===== src/sv/quadrature_detent_counter_macros.svh =====
// Assertion macros for the quadrature detent counter.
`ifndef QUADRATURE_DETENT_COUNTER_MACROS_SVH
`define QUADRATURE_DETENT_COUNTER_MACROS_SVH

`ifndef NO_ASSERTIONS
`define QDC_ASSERT_SAME(lbl, ante, cons) \
    lbl: assert property (@(posedge i_clk) disable iff (!i_rst_n) (ante) |-> (cons)) \
        else $error("qdc assertion failed");
`define QDC_ASSERT_NEXT(lbl, ante, cons) \
    lbl: assert property (@(posedge i_clk) disable iff (!i_rst_n) (ante) |=> (cons)) \
        else $error("qdc assertion failed");
`else
`define QDC_ASSERT_SAME(lbl, ante, cons)
`define QDC_ASSERT_NEXT(lbl, ante, cons)
`endif

`endif


===== src/sv/qdc_pkg.sv =====
// Package: types, constants and helper functions of the quadrature detent counter.
package qdc_pkg;

    localparam int NUM_ENCODERS = 8;
    localparam int CH_W         = 3;
    localparam int CNT_W        = 16;
    localparam int RAW_W        = CNT_W + 1;
    localparam int DIV_W        = RAW_W + 1;
    localparam int DIV_ITER     = DIV_W / 2;
    localparam int ITER_W       = 4;
    localparam int CPD_W        = 4;

    localparam logic [CPD_W-1:0] CPD_RESET = 4'd4;
    localparam logic [1:0]       QUAD_JUMP = 2'b11;

    typedef enum logic [1:0] {
        OP_SAMPLE  = 2'd0,
        OP_CAPTURE = 2'd1,
        OP_READ    = 2'd2
    } t_opcode;

    typedef enum logic [1:0] {
        DIR_NONE = 2'd0,
        DIR_UP   = 2'd1,
        DIR_DOWN = 2'd2
    } t_dir;

    typedef enum logic [2:0] {
        ST_IDLE,
        ST_LOAD,
        ST_DIV,
        ST_FIX,
        ST_DONE
    } t_state;

    typedef struct packed {
        logic accept;
        logic load;
        logic div_step;
        logic fix;
        logic finish;
    } t_dp_cmd;

    typedef struct packed {
        logic is_read;
        logic div_last;
        logic out_free;
    } t_dp_sts;

    function automatic logic signed [1:0] quad_delta(input logic [3:0] code);
        logic signed [1:0] d;
        case (code)
            4'h1, 4'h7, 4'h8, 4'hE: d = -2'sd1;
            4'h2, 4'h4, 4'hB, 4'hD: d = 2'sd1;
            default:                d = 2'sd0;
        endcase
        return d;
    endfunction

    function automatic logic signed [CNT_W-1:0] sat16(input logic signed [21:0] v);
        logic signed [CNT_W-1:0] r;
        if (v > 22'sd32767) begin
            r = 16'sh7FFF;
        end else if (v < -22'sd32768) begin
            r = -16'sh8000;
        end else begin
            r = v[CNT_W-1:0];
        end
        return r;
    endfunction

endpackage


===== src/sv/qdc_if.sv =====
// Channel interfaces: input item and detent result.
interface qdc_in_if;
    logic       valid;
    logic       ready;
    logic [1:0] opcode;
    logic [2:0] encoder_index;
    logic       level_a;
    logic       level_b;

    modport source (output valid, opcode, encoder_index, level_a, level_b, input ready);
    modport sink   (input valid, opcode, encoder_index, level_a, level_b, output ready);
endinterface

interface qdc_out_if;
    logic               valid;
    logic               ready;
    logic signed [15:0] detent_step;
    logic [2:0]         read_index;

    modport source (output valid, detent_step, read_index, input ready);
    modport sink   (input valid, detent_step, read_index, output ready);
endinterface


===== src/sv/qdc_ctrl.sv =====
// Controller state machine sequencing sample, capture and read transactions.
module qdc_ctrl (
    input  logic             i_clk,
    input  logic             i_rst_n,
    input  logic             i_in_valid,
    input  qdc_pkg::t_dp_sts i_sts,
    output logic             o_in_ready,
    output qdc_pkg::t_dp_cmd o_cmd
);
    import qdc_pkg::*;

    t_state r_state;
    t_state n_state;

    always_ff @(posedge i_clk) begin
        if (!i_rst_n) begin
            r_state <= ST_IDLE;
        end else begin
            r_state <= n_state;
        end
    end

    always_comb begin
        n_state = r_state;
        case (r_state)
            ST_IDLE: begin
                if (i_in_valid && i_sts.is_read) n_state = ST_LOAD;
            end
            ST_LOAD: n_state = ST_DIV;
            ST_DIV: begin
                if (i_sts.div_last) n_state = ST_FIX;
            end
            ST_FIX:  n_state = ST_DONE;
            ST_DONE: begin
                if (i_sts.out_free) n_state = ST_IDLE;
            end
            default: n_state = ST_IDLE;
        endcase
    end

    always_comb begin
        o_cmd      = '0;
        o_in_ready = 1'b0;
        case (r_state)
            ST_IDLE: begin
                o_in_ready   = 1'b1;
                o_cmd.accept = i_in_valid;
            end
            ST_LOAD: o_cmd.load     = 1'b1;
            ST_DIV:  o_cmd.div_step = 1'b1;
            ST_FIX:  o_cmd.fix      = 1'b1;
            ST_DONE: o_cmd.finish   = i_sts.out_free;
            default: o_cmd = '0;
        endcase
    end

endmodule


===== src/sv/qdc_datapath.sv =====
// Datapath: per-channel state, transition decode, radix-4 divider and result register.
module qdc_datapath (
    input  logic                            i_clk,
    input  logic                            i_rst_n,
    input  logic                            i_cfg_we,
    input  logic [qdc_pkg::CPD_W-1:0]       i_cfg_wdata,
    input  logic [1:0]                      i_opcode,
    input  logic [qdc_pkg::CH_W-1:0]        i_encoder_index,
    input  logic                            i_level_a,
    input  logic                            i_level_b,
    input  qdc_pkg::t_dp_cmd                i_cmd,
    input  logic                            i_out_ready,
    output qdc_pkg::t_dp_sts                o_sts,
    output logic                            o_out_valid,
    output logic signed [qdc_pkg::CNT_W-1:0] o_detent_step,
    output logic [qdc_pkg::CH_W-1:0]        o_read_index
);
    import qdc_pkg::*;

    logic [CPD_W-1:0]        r_cpd;
    logic signed [CNT_W-1:0] r_count [NUM_ENCODERS];
    logic signed [CNT_W-1:0] r_rem   [NUM_ENCODERS];
    logic [1:0]              r_lv    [NUM_ENCODERS];
    t_dir                    r_dir   [NUM_ENCODERS];

    logic [CH_W-1:0]         r_ch;
    logic signed [RAW_W-1:0] r_raw;
    logic [RAW_W-1:0]        r_mag;
    logic                    r_neg;
    logic [DIV_W-1:0]        r_q;
    logic [CPD_W-1:0]        r_dr;
    logic [ITER_W-1:0]       r_iter;
    logic signed [CNT_W-1:0] r_step;
    logic                    r_out_valid;
    logic signed [CNT_W-1:0] r_out_step;
    logic [CH_W-1:0]         r_out_ch;

    logic [CPD_W-1:0]        w_n;
    logic                    w_in_range;
    logic [1:0]              w_lv;
    logic [1:0]              w_prev;
    logic signed [2:0]       w_delta;
    logic signed [RAW_W-1:0] w_sum;
    logic signed [RAW_W-1:0] w_raw;
    logic [DIV_W-1:0]        n_q;
    logic [CPD_W-1:0]        n_dr;
    logic [CPD_W:0]          w_trial;
    logic [RAW_W-1:0]        w_smag;
    logic signed [DIV_W-1:0] w_sstep;
    logic signed [20:0]      w_prod;
    logic signed [21:0]      w_diff;
    logic                    w_out_free;

    assign w_n        = (r_cpd == '0) ? CPD_W'(1) : r_cpd;
    assign w_in_range = ({1'b0, i_encoder_index} < (CH_W + 1)'(NUM_ENCODERS));
    assign w_lv       = {i_level_a, i_level_b};
    assign w_prev     = r_lv[i_encoder_index];
    assign w_out_free = !r_out_valid || i_out_ready;

    always_comb begin
        w_delta = 3'(quad_delta({w_prev, w_lv}));
        if (w_delta == 3'sd0 && (w_prev ^ w_lv) == QUAD_JUMP) begin
            if (r_dir[i_encoder_index] == DIR_UP) begin
                w_delta = 3'sd2;
            end else if (r_dir[i_encoder_index] == DIR_DOWN) begin
                w_delta = -3'sd2;
            end
        end
    end

    assign w_sum = RAW_W'(r_count[i_encoder_index]) + RAW_W'(w_delta);
    assign w_raw = RAW_W'(r_count[r_ch]) + RAW_W'(r_rem[r_ch]);

    // two restoring steps per cycle
    always_comb begin
        n_q     = r_q;
        n_dr    = r_dr;
        w_trial = '0;
        for (int k = 0; k < 2; k++) begin
            w_trial = {n_dr, n_q[DIV_W-1]};
            n_q     = {n_q[DIV_W-2:0], 1'b0};
            if (w_trial >= {1'b0, w_n}) begin
                n_dr   = CPD_W'(w_trial - {1'b0, w_n});
                n_q[0] = 1'b1;
            end else begin
                n_dr = w_trial[CPD_W-1:0];
            end
        end
    end

    always_comb begin
        w_smag = r_q[RAW_W-1:0];
        if (r_q[RAW_W-1:0] == '0 && r_mag != '0 &&
            r_mag >= RAW_W'(w_n - CPD_W'(1))) begin
            w_smag = RAW_W'(1);
        end
        w_sstep = r_neg ? -$signed({1'b0, w_smag}) : $signed({1'b0, w_smag});
    end

    assign w_prod = r_step * $signed({1'b0, w_n});
    assign w_diff = 22'(r_raw) - 22'(w_prod);

    always_ff @(posedge i_clk) begin
        if (!i_rst_n) begin
            r_cpd <= CPD_RESET;
        end else if (i_cfg_we) begin
            r_cpd <= i_cfg_wdata;
        end
    end

    always_ff @(posedge i_clk) begin
        if (!i_rst_n) begin
            for (int i = 0; i < NUM_ENCODERS; i++) begin
                r_count[i] <= '0;
                r_rem[i]   <= '0;
                r_lv[i]    <= '0;
                r_dir[i]   <= DIR_NONE;
            end
        end else if (i_cmd.accept && w_in_range) begin
            case (i_opcode)
                OP_CAPTURE: begin
                    r_lv[i_encoder_index]    <= w_lv;
                    r_count[i_encoder_index] <= '0;
                    r_rem[i_encoder_index]   <= '0;
                    r_dir[i_encoder_index]   <= DIR_NONE;
                end
                OP_SAMPLE: begin
                    if (w_delta > 3'sd0) begin
                        r_dir[i_encoder_index] <= DIR_UP;
                    end else if (w_delta < 3'sd0) begin
                        r_dir[i_encoder_index] <= DIR_DOWN;
                    end
                    r_count[i_encoder_index] <= sat16(22'(w_sum));
                    r_lv[i_encoder_index]    <= w_lv;
                end
                default: ;
            endcase
        end else if (i_cmd.finish) begin
            r_count[r_ch] <= '0;
            r_rem[r_ch]   <= sat16(w_diff);
        end
    end

    always_ff @(posedge i_clk) begin
        if (i_cmd.accept) begin
            r_ch <= i_encoder_index;
        end
        if (i_cmd.load) begin
            r_raw  <= w_raw;
            r_neg  <= w_raw[RAW_W-1];
            r_mag  <= w_raw[RAW_W-1] ? RAW_W'(-w_raw) : RAW_W'(w_raw);
            r_q    <= {1'b0, (w_raw[RAW_W-1] ? RAW_W'(-w_raw) : RAW_W'(w_raw))};
            r_dr   <= '0;
            r_iter <= '0;
        end
        if (i_cmd.div_step) begin
            r_q    <= n_q;
            r_dr   <= n_dr;
            r_iter <= r_iter + ITER_W'(1);
        end
        if (i_cmd.fix) begin
            r_step <= sat16(22'(w_sstep));
        end
        if (i_cmd.finish) begin
            r_out_step <= r_step;
            r_out_ch   <= r_ch;
        end
    end

    always_ff @(posedge i_clk) begin
        if (!i_rst_n) begin
            r_out_valid <= 1'b0;
        end else if (i_cmd.finish) begin
            r_out_valid <= 1'b1;
        end else if (i_out_ready) begin
            r_out_valid <= 1'b0;
        end
    end

    assign o_sts.is_read  = (i_opcode == OP_READ) && w_in_range;
    assign o_sts.div_last = (r_iter == ITER_W'(DIV_ITER - 1));
    assign o_sts.out_free = w_out_free;
    assign o_out_valid    = r_out_valid;
    assign o_detent_step  = r_out_step;
    assign o_read_index   = r_out_ch;

endmodule


===== src/sv/quadrature_detent_counter.sv =====
// Top level of the multi-channel quadrature detent counter.
//
//  channel    dir  handshake      payload
//  i_in       in   valid/ready    opcode, encoder_index, level_a, level_b
//  o_out      out  valid/ready    detent_step, read_index
//  i_cfg_*    in   write enable   counts_per_detent (4 bits)
//
// Sample and capture are accepted in the idle state; a read then steps through
// the load, radix-4 divide, fix-up and write-back states before input is taken again.
// Reset is synchronous and needs no clearing pass; the channel state is in flops.
// A read whose result finds the output register still full waits in
// write-back until the result is taken; no input is taken meanwhile.
module quadrature_detent_counter (
    input  logic                        i_clk,
    input  logic                        i_rst_n,
    input  logic                        i_cfg_we,
    input  logic [qdc_pkg::CPD_W-1:0]   i_cfg_wdata,
    qdc_in_if.sink                      i_in,
    qdc_out_if.source                   o_out
);
    import qdc_pkg::*;
    `include "quadrature_detent_counter_macros.svh"

    t_dp_cmd w_cmd;
    t_dp_sts w_sts;

    qdc_ctrl u_ctrl (
        .i_clk      (i_clk),
        .i_rst_n    (i_rst_n),
        .i_in_valid (i_in.valid),
        .i_sts      (w_sts),
        .o_in_ready (i_in.ready),
        .o_cmd      (w_cmd)
    );

    qdc_datapath u_dp (
        .i_clk           (i_clk),
        .i_rst_n         (i_rst_n),
        .i_cfg_we        (i_cfg_we),
        .i_cfg_wdata     (i_cfg_wdata),
        .i_opcode        (i_in.opcode),
        .i_encoder_index (i_in.encoder_index),
        .i_level_a       (i_in.level_a),
        .i_level_b       (i_in.level_b),
        .i_cmd           (w_cmd),
        .i_out_ready     (o_out.ready),
        .o_sts           (w_sts),
        .o_out_valid     (o_out.valid),
        .o_detent_step   (o_out.detent_step),
        .o_read_index    (o_out.read_index)
    );

    `QDC_ASSERT_NEXT(a_read_blocks_input, i_in.valid && i_in.ready && w_sts.is_read, !i_in.ready)
    `QDC_ASSERT_SAME(a_finish_needs_room, w_cmd.finish, w_sts.out_free)
    `QDC_ASSERT_SAME(a_cmd_exclusive, 1'b1, $onehot0(w_cmd))
    `QDC_ASSERT_NEXT(a_finish_shows_result, w_cmd.finish, o_out.valid)

endmodule

===== src/flat_wrapper.sv =====
// flat-port wrapper written by rule: the top's interface ports become plain ports
module quadrature_detent_counter_flat import qdc_pkg::*;
  (i_clk, i_rst_n, i_cfg_we, i_cfg_wdata, i_in_valid, i_in_opcode, i_in_encoder_index, i_in_level_a, i_in_level_b, i_in_ready, o_out_valid, o_out_detent_step, o_out_read_index, o_out_ready);
  qdc_in_if i_in_i ();
  qdc_out_if o_out_i ();
  input  logic i_clk;
  input  logic i_rst_n;
  input  logic i_cfg_we;
  input  logic [qdc_pkg::CPD_W-1:0] i_cfg_wdata;
  input wire logic [$bits(i_in_i.valid)-1:0] i_in_valid;
  input wire logic [$bits(i_in_i.opcode)-1:0] i_in_opcode;
  input wire logic [$bits(i_in_i.encoder_index)-1:0] i_in_encoder_index;
  input wire logic [$bits(i_in_i.level_a)-1:0] i_in_level_a;
  input wire logic [$bits(i_in_i.level_b)-1:0] i_in_level_b;
  output wire logic [$bits(i_in_i.ready)-1:0] i_in_ready;
  output wire logic [$bits(o_out_i.valid)-1:0] o_out_valid;
  output wire logic [$bits(o_out_i.detent_step)-1:0] o_out_detent_step;
  output wire logic [$bits(o_out_i.read_index)-1:0] o_out_read_index;
  input wire logic [$bits(o_out_i.ready)-1:0] o_out_ready;
  assign i_in_i.valid = i_in_valid;
  assign i_in_i.opcode = i_in_opcode;
  assign i_in_i.encoder_index = i_in_encoder_index;
  assign i_in_i.level_a = i_in_level_a;
  assign i_in_i.level_b = i_in_level_b;
  assign i_in_ready = i_in_i.ready;
  assign o_out_valid = o_out_i.valid;
  assign o_out_detent_step = o_out_i.detent_step;
  assign o_out_read_index = o_out_i.read_index;
  assign o_out_i.ready = o_out_ready;
  quadrature_detent_counter u_core (.i_clk(i_clk), .i_rst_n(i_rst_n), .i_cfg_we(i_cfg_we), .i_cfg_wdata(i_cfg_wdata), .i_in(i_in_i), .o_out(o_out_i));
endmodule

===== config.mk =====
export PLATFORM = sky130hd
export DESIGN_NAME = quadrature_detent_counter_flat
export DESIGN_NICKNAME = d
export VERILOG_FILES = /design/src/sv/qdc_pkg.sv /design/src/sv/qdc_if.sv /design/src/sv/qdc_ctrl.sv /design/src/sv/qdc_datapath.sv /design/src/sv/quadrature_detent_counter.sv /design/src/flat_wrapper.sv
export VERILOG_INCLUDE_DIRS = /design/src /design/src/sv
export SDC_FILE = /design/constraint.sdc
export NUM_CORES = 1
export LEC_CHECK = 0
export BUFFER_PORTS_ARGS = -buffer_cell sky130_fd_sc_hd__clkbuf_2
export CORE_AREA = 2 2 259 261
export DETAILED_ROUTE_END_ITERATION = 10
export DIE_AREA = 0 0 261 263
export HOLD_SLACK_MARGIN = 0.06
export PLACE_DENSITY = 0.58
export SETUP_SLACK_MARGIN = 0.02
export SYNTH_ARGS = -nofsm -noshare
export SYNTH_HDL_FRONTEND = slang
export SYNTH_SLANG_ARGS = --single-unit
export TNS_END_PERCENT = 50

===== constraint.sdc =====
create_clock -name i_clk -period 5.6 [get_ports i_clk]
set_input_delay 0.28 -clock i_clk [delete_from_list [all_inputs] [get_ports i_clk]]
set_output_delay 0.28 -clock i_clk [all_outputs]
set_load 0.05 [all_outputs]

==> impl_metrics.json <==
{
  "outcome": "complete, but fails checks",
  "violations": "negative setup slack",
  "via_per_inst": 5.60,
  "placed_area_mm2": 0.0262,
  "hold_viol_final": 0,
  "synthTopCellsByCount": "edfxtp_1 (385), nor2_1 (286), inv_1 (178), o21ai_0 (118), nand2_1 (113)",
  "netSwitchingFraction_pct": 41.3,
  "irDropWorstVdd_uv": 474,
  "cellPowerDensity_mw_per_mm2": 561,
  "ys_seq_area_share_pct": 48.7,
  "cts_root_buf": "clkbuf_16",
  "synth-adder-area-share_pct": 10.1,
  "clock_power_share_pct": 19.3,
  "synth_top_family_by_area": "simple AND/OR/NAND/NOR gates",
  "fin_area_mm2": 0.0292,
  "ant_nets": 0,
  "setup_ws_ps": -164,
  "rows": 94,
  "dp_hpwl_um": 49900,
  "max-slew-margin-rel_pct": 25.9,
  "max_cap_violations": 0,
  "htreeDepth": 2,
  "finalPower_w": 0.0164,
  "worstMarginPinSlew_ps": 1110,
  "wl_um": 70800,
  "clk_pin_slew_ps": 60,
  "grt_start_max_net_pins": 43,
  "synthSimpleGateAreaFrac_pct": 13.2,
  "rsz0062_at_grt": "yes",
  "clk_latency_ps": 580,
  "p_seq_share_pct": 25.5,
  "clkSinkCount": 396,
  "io_pins": 37,
  "io_buffers": 36,
  "cp.arrival_ps": 6050,
  "hp-class": "primary input to register",
  "drtIter0Drc": 1589,
  "async_flop_share_pct": 0,
  "start_util_pct": 36.8,
  "synth-edff-count": 385,
  "place_ws_ps": -429,
  "overflow": 0,
  "synth_top_flop_cell": "edfxtp_1",
  "core_mm2": 0.0656,
  "num_vias": 17928,
  "cp_max_fo": 8,
  "die_area_mm2": 0.0686,
  "synth_top_cell_area_share_pct": 47.8,
  "finalMaxSlewViolations": 0,
  "synth_xor_area_share_pct": 2.57,
  "drc": 0,
  "wl_per_cell_um": 22.1,
  "synth_area_leaders": "edfxtp_1 (48%), mux4_2 (6.1%), ha_1 (5.8%), nor2_1 (4.4%), fa_1 (4.3%)",
  "numCtsBuffers": 43,
  "p_int_w": 0.00960,
  "grt_pass1_vias": 17677,
  "period_share_pct": 103,
  "start_kind": "register",
  "path_class": "register to register",
  "yosysWarnings": 0,
  "layout_min_cycle_time_ps": 5760,
  "avgSynthCellArea_um2": 11.3,
  "clockBufferDepth": 3,
  "synth_compound_area_share_pct": 11.5,
  "instances_no_fill": 3201,
  "ys_seq_elements": 396,
  "gp_congestion": 0.881,
  "synthMuxAreaShare_pct": 9.31,
  "die_h_um": 263,
  "endpoint_kind": "register",
  "yosys.area.top_type": "edfxtp_1",
  "final_nets": 2485,
  "antenna_found_initial": 1,
  "dieWidth_um": 261,
  "power_leakage_nw": 11.1,
  "final_layout_size_suffix_gt1_share_pct": 25.6,
  "ys_types": 91,
  "dp.cells": 3089,
  "critPathMaxStageDelay_ps": 520,
  "dr.pass1.iters": 6,
  "grt_pass1_wl_um": 106000,
  "cpMaxStageDelayCell": "fa_1",
  "max_freq_mhz": 174,
  "required_ps": 5890,
  "p_sw_w": 0.00675,
  "finalClockSkew_ps": 28.4,
  "grt_usage_pct": 20.1,
  "synth_most_common_cell": "edfxtp_1",
  "setup_viol": 119,
  "netlist_instances": 2131,
  "syn2layout_area_growth_pct": 20.7,
  "pwr-share-comb_pct": 55.2,
  "cts_tree": "done",
  "synth.cell_area_mm2": 0.0242
}
==> cell type report <==
cell class	count	area (um^2)
Clock buffer	51	1120
Clock inverter	25	418
Inverter	178	668
Sequential cell	396	11800
Antenna cell	1	2.50
Multi-Input combinational cell	1469	12400
Fill cell	5988	36500
Timing Repair Buffer	217	1740
Tap cell	864	1080
==> cell families after synthesis <==
logic type	Yosys count
other cells	1
flops	396
fa+ha+maj	164
simple gates	668
buf+inv	280
mux	137
xor+xnor	71
compound gates	414
==> placed cells by master, fill, tap and decap left out, types with 28 or more instances in the layout <==
cell       Yosys  final
nor2_1       286    249
nand3_1       34     28
and2_1        61     59
clkbuf_16      0     44
clkbuf_2       0     36
o21ai_0      118     59
ha_1         112    102
xnor2_1       42     40
o22ai_1       39     39
mux4_2        65     65
fa_1          52     51
o21ai_2        0     35
buf_4          0    150
mux2_2        52     52
a21oi_1       67     65
nor2_4         2     34
nand2_1      113     94
inv_1        178    174
nor3_1        52     41
edfxtp_1     385    385
==> final timing paths <==
| kind | from | end | slack [ps] | depth (start not counted) |
|---|---|---|---|---|
| hold reg to reg | u_core.u_ctrl.r_state[2] | u_core.u_ctrl.r_state[1] | 530 | 1 |
| setup reg to reg | u_core.u_dp.r_cpd[1] | u_core.u_dp.r_rem[7][5] | -160 | 25 |
| setup / recovery | u_core.u_dp.r_cpd[1] | u_core.u_dp.r_rem[7][5] | -160 | 25 |
| hold / removal | i_cfg_we | u_core.u_dp.r_cpd[3] | 90 | 3 |
==> registers in the layout, indices dropped and copies added, names as in the netlist, named ones only <==
| name | flops |
|---|---|
| u_core.u_dp.r_dr | 4 |
| u_core.u_dp.o_read_index | 3 |
| u_core.u_dp.r_q | 18 |
| u_core.u_dp.r_lv | 16 |
| u_core.u_dp.r_cpd | 4 |
| u_core.u_ctrl.r_state | 3 |
| u_core.u_dp.r_ch | 3 |
| u_core.u_dp.r_step | 16 |
| u_core.u_dp.o_out_valid | 1 |
| u_core.u_dp.r_iter | 4 |
| u_core.u_dp.r_mag | 16 |
| u_core.u_dp.o_detent_step | 16 |
| u_core.u_dp.r_dir | 16 |
| u_core.u_dp.r_raw | 17 |
| u_core.u_dp.r_rem | 128 |
| u_core.u_dp.r_count | 128 |
==> stage by stage <==
stage | hold WS, ps | setup TNS [ps] | utilization [%]
5_1_grt | 107 | -29240 | 44.4
4_1_cts | 64.6 | -5780 | 42.5
3_3_place_gp | 516 | -31230 | 39.9
3_5_place_dp | 519 | -48970 | 39.9
2_1_floorplan | 379 | -10.7 | -
6_report | 90.8 | -11080 | 44.4
==> metal layers <==
metal	track usage [%]	vias up	part of all wire, %
li1	-	8164	-
met1	27.0	8879	41
met2	32.6	757	48
met3	3.24	128	7.8
met4	7.63	0	3.2
met5	0	-	0
==> power by group through the flow <==
| stage | Clock [W] | Combinational (W) | Sequential (W) |
|---|---|---|---|
| 2_1_floorplan | 0 | 0.00463 | 0.00407 |
| 3_3_place_gp | 0 | 0.00700 | 0.00422 |
| 3_5_place_dp | 0 | 0.00710 | 0.00423 |
| 4_1_cts | 0.00320 | 0.00725 | 0.00417 |
| 5_1_grt | 0.00331 | 0.00971 | 0.00421 |
| 6_report | 0.00316 | 0.00902 | 0.00418 |
==> what timing repair did <==
item | in CTS | in global routing
endpoints found under the setup margin | 120 | 240
cloned | 0 | 3
pin swaps | 1 | 46
resized for setup | 9 | 271
setup buffers | 2 | 22
endpoints found under the hold margin | 6 | 0
hold buffers | 8 | 0
==> worst max-delay path, delay by kind of cell (launching register included) <==
kind	cells	cell delay [ps]
AO/OA/AOI/OAI	6	1510
XOR/XNOR	1	110
adder cells (fa/ha/maj)	5	1940
buffers and inverters	8	840
flip-flops	1	350
AND/OR/NAND/NOR	5	690
(Power assumes the default switching activity.)
